`config.mk`:
```
export PLATFORM = sky130hd
export DESIGN_NAME = motor_pwm_command_shaper
export DESIGN_NICKNAME = d
export VERILOG_FILES = /design/src/rtl/mpcs_pkg.sv /design/src/rtl/mpcs_cfg.sv /design/src/rtl/mpcs_div1000.sv /design/src/rtl/motor_pwm_command_shaper.sv
export SDC_FILE = /design/constraint.sdc
export NUM_CORES = 1
export LEC_CHECK = 0
export ABC_AREA = 0
export BUFFER_PORTS_ARGS = -buffer_cell sky130_fd_sc_hd__buf_2
export CAP_MARGIN = 10
export CORE_MARGIN = 2
export CORE_UTILIZATION = 40
export CTS_CLUSTER_DIAMETER = 150
export DETAILED_ROUTE_END_ITERATION = 7
export SETUP_SLACK_MARGIN = 0.02
export SYNTH_ARGS = -nofsm -noshare
export SYNTH_HDL_FRONTEND = slang
export SYNTH_HIERARCHICAL = 1
export SYNTH_SLANG_ARGS = --single-unit
```
`constraint.sdc`:
```
create_clock -name clk -period 17.05 [get_ports clk]
set_input_delay 0 -clock clk [delete_from_list [all_inputs] [get_ports clk]]
set_output_delay 0 -clock clk [all_outputs]
set_load 0.01 [all_outputs]
```
`src/rtl/mpcs_pkg.sv`:
```
package mpcs_pkg;

  // Duty word width of the request and status fields
  localparam int DUTY_BITS = 16;

  localparam int CMP_W      = 15;
  localparam int TRIM_W     = 11;
  localparam int MASK_W     = 2;
  localparam int CFG_IDX_W  = 8;
  localparam int CFG_DATA_W = 16;

  // Magnitude fed to the trim multiplier saturates here; any larger value
  // already scales past every possible clamp limit for nonzero trim.
  localparam int MAG_W   = 25;
  localparam int MAG_LIM = (1 << MAG_W) - 1;
  localparam int PROD_W  = MAG_W + TRIM_W;
  localparam int EXT_W   = ((DUTY_BITS > MAG_W) ? DUTY_BITS : MAG_W) + 2;
  localparam int QUOT_W  = CMP_W + 1;

  // Rounded divide by the trim unit through a reciprocal multiply
  localparam int TRIM_UNITY    = 1000;
  localparam int ROUND_HALF    = TRIM_UNITY / 2;
  localparam int DIV_SAT       = (1 << CMP_W) * TRIM_UNITY;
  localparam int DIV_W         = $clog2(DIV_SAT);
  localparam int DIV_PRE_SHIFT = 3;
  localparam int DIV_ODD       = TRIM_UNITY >> DIV_PRE_SHIFT;
  localparam int DIV_IN_W      = DIV_W - DIV_PRE_SHIFT;
  localparam int RECIP_SHIFT   = DIV_IN_W + $clog2(DIV_ODD);
  localparam int RECIP         = ((1 << RECIP_SHIFT) + DIV_ODD - 1) / DIV_ODD;
  localparam int RECIP_W       = $clog2(RECIP + 1);

  // Register indexes
  localparam logic [CFG_IDX_W-1:0] REG_DEADBAND    = CFG_IDX_W'(0);
  localparam logic [CFG_IDX_W-1:0] REG_FEEDFORWARD = CFG_IDX_W'(1);
  localparam logic [CFG_IDX_W-1:0] REG_MAX_DUTY    = CFG_IDX_W'(2);
  localparam logic [CFG_IDX_W-1:0] REG_LEFT_TRIM   = CFG_IDX_W'(3);
  localparam logic [CFG_IDX_W-1:0] REG_RIGHT_TRIM  = CFG_IDX_W'(4);
  localparam logic [CFG_IDX_W-1:0] REG_INVERT_MASK = CFG_IDX_W'(5);
  localparam logic [CFG_IDX_W-1:0] REG_PAIR_MASK   = CFG_IDX_W'(6);

  // Wheel ids
  localparam logic [7:0] ID_LEFT_A = 8'd0;
  localparam logic [7:0] ID_LEFT_B = 8'd1;
  localparam logic [7:0] ID_RIGHT  = 8'd2;

  // Reset values
  localparam logic [CMP_W-1:0]  RST_DEADBAND    = '0;
  localparam logic [CMP_W-1:0]  RST_FEEDFORWARD = '0;
  localparam logic [CMP_W-1:0]  RST_MAX_DUTY    = '1;
  localparam logic [TRIM_W-1:0] RST_TRIM        = TRIM_W'(TRIM_UNITY);
  localparam logic [MASK_W-1:0] RST_INVERT_MASK = '0;
  localparam logic [MASK_W-1:0] RST_PAIR_MASK   = MASK_W'(2);

  typedef struct packed {
    logic [CMP_W-1:0]  deadband;
    logic [CMP_W-1:0]  feedforward;
    logic [CMP_W-1:0]  max_duty;
    logic [TRIM_W-1:0] left_trim;
    logic [TRIM_W-1:0] right_trim;
    logic [MASK_W-1:0] invert_mask;
    logic [MASK_W-1:0] pair_mask;
  } cfg_t;

endpackage

```
`src/rtl/mpcs_cfg.sv`:
```
module mpcs_cfg
  import mpcs_pkg::*;
(
  input  logic                  clk,
  input  logic                  rst_n,
  input  logic                  cfg_valid,
  output logic                  cfg_ready,
  input  logic [CFG_IDX_W-1:0]  cfg_index,
  input  logic [CFG_DATA_W-1:0] cfg_data,
  output cfg_t                  cfg_o
);

  cfg_t cfg_r;
  cfg_t cfg_nxt;

  assign cfg_ready = 1'b1;
  assign cfg_o     = cfg_r;

  always_comb begin
    cfg_nxt = cfg_r;
    if (cfg_valid) begin
      case (cfg_index)
        REG_DEADBAND:    cfg_nxt.deadband    = cfg_data[CMP_W-1:0];
        REG_FEEDFORWARD: cfg_nxt.feedforward = cfg_data[CMP_W-1:0];
        REG_MAX_DUTY:    cfg_nxt.max_duty    = cfg_data[CMP_W-1:0];
        REG_LEFT_TRIM:   cfg_nxt.left_trim   = cfg_data[TRIM_W-1:0];
        REG_RIGHT_TRIM:  cfg_nxt.right_trim  = cfg_data[TRIM_W-1:0];
        REG_INVERT_MASK: cfg_nxt.invert_mask = cfg_data[MASK_W-1:0];
        REG_PAIR_MASK:   cfg_nxt.pair_mask   = cfg_data[MASK_W-1:0];
        default:         cfg_nxt = cfg_r;
      endcase
    end
  end

  always_ff @(posedge clk) begin
    if (!rst_n) begin
      cfg_r.deadband    <= RST_DEADBAND;
      cfg_r.feedforward <= RST_FEEDFORWARD;
      cfg_r.max_duty    <= RST_MAX_DUTY;
      cfg_r.left_trim   <= RST_TRIM;
      cfg_r.right_trim  <= RST_TRIM;
      cfg_r.invert_mask <= RST_INVERT_MASK;
      cfg_r.pair_mask   <= RST_PAIR_MASK;
    end else begin
      cfg_r <= cfg_nxt;
    end
  end

endmodule

```
`src/rtl/mpcs_div1000.sv`:
```
module mpcs_div1000
  import mpcs_pkg::*;
(
  input  logic [PROD_W-1:0] prod_i,
  output logic [QUOT_W-1:0] quot_o
);

  logic [PROD_W:0]                 sum;
  logic [DIV_IN_W-1:0]             pre;
  logic [DIV_IN_W+RECIP_W-1:0]     mul;

  // Round half up, then divide: strip the power of two, multiply by the
  // reciprocal of the odd part. Sums past the saturation point are above
  // every clamp limit anyway.
  assign sum = {1'b0, prod_i} + (PROD_W+1)'(ROUND_HALF);
  assign pre = sum[DIV_W-1:DIV_PRE_SHIFT];
  assign mul = (DIV_IN_W+RECIP_W)'(pre) * (DIV_IN_W+RECIP_W)'(RECIP);

  assign quot_o = (sum >= (PROD_W+1)'(DIV_SAT)) ? QUOT_W'(1 << CMP_W)
                                                 : mul[RECIP_SHIFT +: QUOT_W];

endmodule

```
`src/rtl/motor_pwm_command_shaper.sv`:
```
// An accepted transaction passes the s1, s2, s3 and output registers to out_valid.
// Throughput: one transaction per cycle unless out_ready stalls the pipeline; the
// trim multiply and the reciprocal divide multiply each own a pipeline stage.
// Requests with an unknown motor id are accepted and dropped at the input stage.
// Reset: stage valid bits clear, configuration registers load their defaults.
module motor_pwm_command_shaper
  import mpcs_pkg::*;
(
  input  logic                  clk,
  input  logic                  rst_n,

  input  logic                  cfg_valid,
  output logic                  cfg_ready,
  input  logic [CFG_IDX_W-1:0]  cfg_index,
  input  logic [CFG_DATA_W-1:0] cfg_data,

  input  logic                  in_valid,
  output logic                  in_ready,
  input  logic                  in_cmd,
  input  logic [7:0]            in_motor_id,
  input  logic [DUTY_BITS-1:0]  in_duty_request,

  output logic                  out_valid,
  input  logic                  out_ready,
  output logic                  out_wheel,
  output logic                  out_upper_pair,
  output logic [CMP_W-1:0]      out_forward_compare,
  output logic [CMP_W-1:0]      out_reverse_compare,
  output logic [DUTY_BITS-1:0]  out_logical_duty
);

  cfg_t cfg;

  mpcs_cfg u_cfg (
    .clk       (clk),
    .rst_n     (rst_n),
    .cfg_valid (cfg_valid),
    .cfg_ready (cfg_ready),
    .cfg_index (cfg_index),
    .cfg_data  (cfg_data),
    .cfg_o     (cfg)
  );

  // Stage enables
  logic out_en, s3_en, s2_en, s1_en;

  logic                 s1_valid_r, s1_raw_r, s1_wheel_r;
  logic [DUTY_BITS-1:0] s1_duty_r;
  logic                 s2_valid_r, s2_wheel_r, s2_neg_r;
  logic [PROD_W-1:0]    s2_prod_r;
  logic                 s3_valid_r, s3_wheel_r, s3_neg_r;
  logic [QUOT_W-1:0]    s3_quot_r;
  logic                 out_valid_r, out_wheel_r, out_upper_r;
  logic [CMP_W-1:0]     out_fwd_r, out_rev_r;
  logic [DUTY_BITS-1:0] out_logical_r;

  logic                 s1_valid_nxt, s1_wheel_nxt;
  logic                 s2_neg_nxt;
  logic [PROD_W-1:0]    s2_prod_nxt;
  logic [QUOT_W-1:0]    s3_quot_nxt;
  logic                 out_upper_nxt;
  logic [CMP_W-1:0]     out_fwd_nxt, out_rev_nxt;
  logic [DUTY_BITS-1:0] out_logical_nxt;

  assign out_en   = !out_valid_r || out_ready;
  assign s3_en    = !s3_valid_r || out_en;
  assign s2_en    = !s2_valid_r || s3_en;
  assign s1_en    = !s1_valid_r || s2_en;
  assign in_ready = s1_en;

  // Input decode: drop unknown ids
  assign s1_valid_nxt = in_valid && (in_motor_id == ID_LEFT_A || in_motor_id == ID_LEFT_B ||
                                     in_motor_id == ID_RIGHT);
  assign s1_wheel_nxt = (in_motor_id == ID_RIGHT);

  // Stage 1: deadband, feedforward, first clamp (all skipped for raw commands), magnitude times trim
  logic signed [EXT_W-1:0] v_ext, db_s, ff_s, max_s, shaped;
  logic        [EXT_W-1:0] mag;
  logic        [MAG_W-1:0] mag_sat;
  logic       [TRIM_W-1:0] trim;

  assign v_ext = {{(EXT_W-DUTY_BITS){s1_duty_r[DUTY_BITS-1]}}, s1_duty_r};
  assign db_s  = {{(EXT_W-CMP_W){1'b0}}, cfg.deadband};
  assign ff_s  = {{(EXT_W-CMP_W){1'b0}}, cfg.feedforward};
  assign max_s = {{(EXT_W-CMP_W){1'b0}}, cfg.max_duty};
  assign trim  = s1_wheel_r ? cfg.right_trim : cfg.left_trim;

  always_comb begin
    shaped = v_ext;
    if (!s1_raw_r) begin
      if (v_ext > db_s) begin
        shaped = v_ext + ff_s;
      end else if (v_ext < -db_s) begin
        shaped = v_ext - ff_s;
      end else begin
        shaped = '0;
      end
      if (shaped > max_s) begin
        shaped = max_s;
      end else if (shaped < -max_s) begin
        shaped = -max_s;
      end
    end
  end

  assign s2_neg_nxt  = shaped[EXT_W-1];
  assign mag         = s2_neg_nxt ? -shaped : shaped;
  assign mag_sat     = (mag > EXT_W'(MAG_LIM)) ? MAG_W'(MAG_LIM) : mag[MAG_W-1:0];
  assign s2_prod_nxt = PROD_W'(mag_sat) * PROD_W'(trim);

  // Stage 2: rounded divide by the trim unit
  mpcs_div1000 u_div (
    .prod_i (s2_prod_r),
    .quot_o (s3_quot_nxt)
  );

  // Stage 3: second clamp, direction inversion, channel select
  logic [CMP_W-1:0] duty_clamped;
  logic [EXT_W-1:0] logical_ext;
  logic             hw_reverse;

  assign duty_clamped = (s3_quot_r > QUOT_W'(cfg.max_duty)) ? cfg.max_duty
                                                             : s3_quot_r[CMP_W-1:0];
  assign logical_ext  = s3_neg_r ? -EXT_W'(duty_clamped) : EXT_W'(duty_clamped);
  assign hw_reverse   = s3_neg_r ^ cfg.invert_mask[s3_wheel_r];

  assign out_logical_nxt = logical_ext[DUTY_BITS-1:0];
  assign out_fwd_nxt     = hw_reverse ? '0 : duty_clamped;
  assign out_rev_nxt     = hw_reverse ? duty_clamped : '0;
  assign out_upper_nxt   = cfg.pair_mask[s3_wheel_r];

  always_ff @(posedge clk) begin
    if (!rst_n) begin
      s1_valid_r  <= 1'b0;
      s2_valid_r  <= 1'b0;
      s3_valid_r  <= 1'b0;
      out_valid_r <= 1'b0;
    end else begin
      if (s1_en) begin
        s1_valid_r <= s1_valid_nxt;
      end
      if (s2_en) begin
        s2_valid_r <= s1_valid_r;
      end
      if (s3_en) begin
        s3_valid_r <= s2_valid_r;
      end
      if (out_en) begin
        out_valid_r <= s3_valid_r;
      end
    end
  end

  always_ff @(posedge clk) begin
    if (s1_en) begin
      s1_raw_r   <= in_cmd;
      s1_wheel_r <= s1_wheel_nxt;
      s1_duty_r  <= in_duty_request;
    end
    if (s2_en) begin
      s2_wheel_r <= s1_wheel_r;
      s2_neg_r   <= s2_neg_nxt;
      s2_prod_r  <= s2_prod_nxt;
    end
    if (s3_en) begin
      s3_wheel_r <= s2_wheel_r;
      s3_neg_r   <= s2_neg_r;
      s3_quot_r  <= s3_quot_nxt;
    end
    if (out_en) begin
      out_wheel_r   <= s3_wheel_r;
      out_upper_r   <= out_upper_nxt;
      out_fwd_r     <= out_fwd_nxt;
      out_rev_r     <= out_rev_nxt;
      out_logical_r <= out_logical_nxt;
    end
  end

  assign out_valid           = out_valid_r;
  assign out_wheel           = out_wheel_r;
  assign out_upper_pair      = out_upper_r;
  assign out_forward_compare = out_fwd_r;
  assign out_reverse_compare = out_rev_r;
  assign out_logical_duty    = out_logical_r;

`ifndef SYNTH
  a_one_channel: assert property (@(posedge clk) disable iff (!rst_n)
    out_valid_r |-> (out_fwd_r == '0 || out_rev_r == '0))
    else $error("both channels of the pair driven");

  a_duty_bound: assert property (@(posedge clk) disable iff (!rst_n)
    out_valid_r |-> (out_fwd_r <= cfg.max_duty && out_rev_r <= cfg.max_duty))
    else $error("compare value above max duty");

  a_drop_unknown: assert property (@(posedge clk) disable iff (!rst_n)
    (in_valid && in_ready && !(in_motor_id == ID_LEFT_A || in_motor_id == ID_LEFT_B ||
                               in_motor_id == ID_RIGHT)) |=> !s1_valid_r)
    else $error("unknown motor id entered the pipeline");

  a_stall_hold: assert property (@(posedge clk) disable iff (!rst_n)
    (s3_valid_r && out_valid_r && !out_ready) |=> (s3_valid_r && $stable(s3_quot_r)))
    else $error("stage 3 lost its transaction under backpressure");
`endif

endmodule
```
==> results.py <==
metrics = {
    "run_status": {
        "status": "completed",
    },
    "floorplan": {
        "ios": 105,
        "die_area_sq_um": 73900,
        "chipWidth_microns": 272,
        "fp.coreArea_sq_um": 71200,
        "die_y_microns": 272,
        "start_util": 0.403,
        "num_rows": 98,
    },
    "drt": {
        "vias": 22700,
        "wl_per_cell_microns": 18.7,
        "first_pass_iters": 5,
        "antenna_left": 0,
        "finalWirelength_microns": 78600,
        "vias_per_cell": 5.39,
        "drtIter0Drc": 1810,
        "drc": 0,
    },
    "critical_path": {
        "endpoint": "s2_prod_r[33]",
        "crit_slowest_cell": "a221oi_1",
        "cp_data_arrival_time_ns": 15.70,
        "reg2reg_depth": 51,
        "regToRegSetupSlack_ns": 1.61,
        "path_class": "reg -> reg",
        "required_ns": 17.31,
        "max_stage_delay_ns": 0.72,
        "startpoint_type": "register",
        "timing.rr.start": "u_cfg/cfg_o[56]",
        "worstPathMaxFanout": 31,
        "crit_path_start": "u_cfg/cfg_o[56]",
        "cp_common_cell": "fa_1",
        "cp-end-kind": "register",
        "r2r_end": "s2_prod_r[33]",
    },
    "sta": {
        "fin_tns_setup_ns": 0,
        "finClkSkew_ns": 0.0152,
        "slew_headroom": 0.273,
        "worst_hold_slack_ns": 0.108,
        "timing.final.crit_share": 0.905,
        "finalSetupViolations": 0,
        "period_needed_ns": 15.44,
        "report.final.slew_viol_count": 0,
        "rsz0062_at_grt": "no",
        "fin_ws_ns": 1.61,
        "finalHoldViolCount": 0,
        "worst_pin_slew_ns": 1.08,
        "fmax_ghz": 0.0648,
    },
    "placed_design": {
        "gp_congestion": 0.929,
        "portBuffers": 102,
        "hpwlAfterDp_microns": 64100,
        "place_ws_ns": 1.79,
    },
    "run": {
        "cap_violations": 0,
    },
    "synthesis": {
        "synthFlopType": "edfxtp_1",
        "yosysWarnings": 6,
        "syn_nets": 3882,
        "synth-compound-area-share": 0.146,
        "seq_area_frac_synth": 0.180,
        "synth_mux_area_frac": 0.0417,
        "synth-adder-area-share": 0.381,
        "synth_cell_type_count": 96,
        "synth-xor-area-share": 0.0415,
        "synth-edff-count": 122,
        "yosys.area_share.simple": 0.120,
        "syn_avg_cell_area_sq_um": 9.14,
        "yosys_register_bits": 197,
        "syn-cell-area_sq_um": 28700,
        "async_flop_share": 0,
        "netlist_instances": 3138,
        "synth_top_family_by_area": "adder cells",
    },
    "cts": {
        "htreeDepth": 4,
        "cts-root-buf": "clkbuf_16",
        "insertion_delay_ns": 0.52,
        "clock_sinks": 197,
        "cts_tree": "done",
        "clk_path_buf_depth": 2,
        "cts.clk_slew.worst_paths_ns": 0.08,
        "post_cts_buffers": 0,
        "cts_made_buffers": 17,
    },
    "final_layout": {
        "nets": 3981,
        "areaGrowthSynthToFinish_pct": 9.24,
        "final_common_cell": "inv_1",
        "diodes": 0,
        "layout_common_cells": "547 x inv_1, 386 x ha_1, 304 x fa_1",
        "final_core_util": 0.440,
        "drive_above_1_share": 0.0760,
    },
    "global_routing": {
        "grt_pass1_vias": 22700,
        "grt_pass1_wl_microns": 126000,
        "antenna_found_initial": 1,
        "track_usage": 0.219,
        "grt_overflow": 0,
        "grt_max_degree": 98,
    },
    "worst_hold_path": {
        "hold_class": "in -> reg",
    },
}
synth_stat cells (8+ instances only):
cell / count / area, sq um
a21oi_1: 188 / 941
a21boi_0: 10 / 75.1
nand2b_1: 20 / 125
o31ai_1: 21 / 158
a21o_1: 52 / 390
a31oi_1: 27 / 169
mux2_1: 8 / 90.1
edfxtp_1: 122 / 3660
o31a_1: 10 / 87.6
buf_2: 21 / 105
nor2b_1: 44 / 275
a211oi_1: 18 / 135
o21bai_1: 12 / 90.1
mux2_2: 19 / 214
dfxtp_1: 75 / 1500
o21ai_1: 71 / 355
mux2i_1: 89 / 891
o211ai_1: 31 / 233
clkbuf_1: 70 / 263
and2_1: 9 / 56.3
xor2_1: 42 / 368
nor3_1: 66 / 330
fa_1: 304 / 6090
and3_1: 11 / 68.8
ha_1: 386 / 4830
nand3_1: 51 / 255
o21ai_0: 101 / 505
nor4_1: 17 / 106
inv_1: 548 / 2060
nand4_1: 41 / 257
nand2_1: 200 / 751
xnor2_1: 94 / 823
nor2_1: 160 / 601
or3_1: 14 / 87.6
o21a_1: 26 / 195
critical path, delay by kind of cell (launching register included):
family	cells	cell delay [ns]
xor gates and xnor gates	2	0.26
buffers and inverters	4	0.57
AOI/OAI and AO/OA	20	5.59
and+or+nand+nor	15	4.17
muxes	1	0.36
adders and majority gates	9	3.81
DFF	1	0.35
final cells by class:
class	count	area [sq um]
sequential	197	5160
timing repair buffer	186	1270
clock inverter	15	201
tap	950	1190
clock buffer	17	425
multi-input combinational	2283	21000
fill	6900	39900
inverter	552	2070
logic make-up after synthesis:
kind of cell / Yosys count
buffers and inverters: 658
XOR/XNOR: 136
adder cells (fa/ha/maj): 690
multiplexers: 116
AO/OA/AOI/OAI: 655
flip-flops: 197
AND/OR/NAND/NOR: 685
other: 1
worst min-delay path by stage:
stage,start,endpoint,slack (ns),depth (start not counted)
3_5_place_dp,in_duty_request[8],s1_duty_r[8],0.18,1
5_1_grt,cfg_index[5],u_cfg/cfg_o[26],0.09,4
6_report,cfg_index[5],u_cfg/cfg_o[26],0.11,4
2_1_floorplan,in_duty_request[0],s1_duty_r[0],0.1,0
3_3_place_gp,in_duty_request[8],s1_duty_r[8],0.18,1
4_1_cts,cfg_index[5],u_cfg/cfg_o[26],0.05,4
state kept, by name (all words and copies together), names as in the netlist, 15 cells and up:
signal and count:
s2_prod_r 36, out_logical_duty 16, u_cfg/cfg_o 71, out_reverse_compare 15, s1_duty_r 16, out_forward_compare 15, s3_quot_r 16
through the flow:
| step | cells | cell area, sq um |
|---|---|---|
| after global routing | 4200 | 31300 |
| after global placement | 4118 | 30200 |
| after floorplan | 3138 | 28700 |
| final | 4200 | 31300 |
| after CTS | 4200 | 31300 |
| after detailed placement | 4118 | 30200 |
per-layer routing:
| layer | up-vias | track usage | share of wire |
|---|---|---|---|
| met3 | 104 | 0.0266 | 0.050 |
| met2 | 629 | 0.354 | 0.46 |
| li1 | 10900 | - | - |
| met5 | - | 0 | 0 |
| met1 | 11000 | 0.306 | 0.47 |
| met4 | 0 | 0.0655 | 0.025 |
what timing repair did:
action                    in CTS  in global routing
hold buffers                  50                  0
hold endpoints to repair      92                  0
gates resized for setup        0                  0
Power is not shown: default switching activity piles up to over one toggle a cycle in this logic, so the estimate is an artifact.
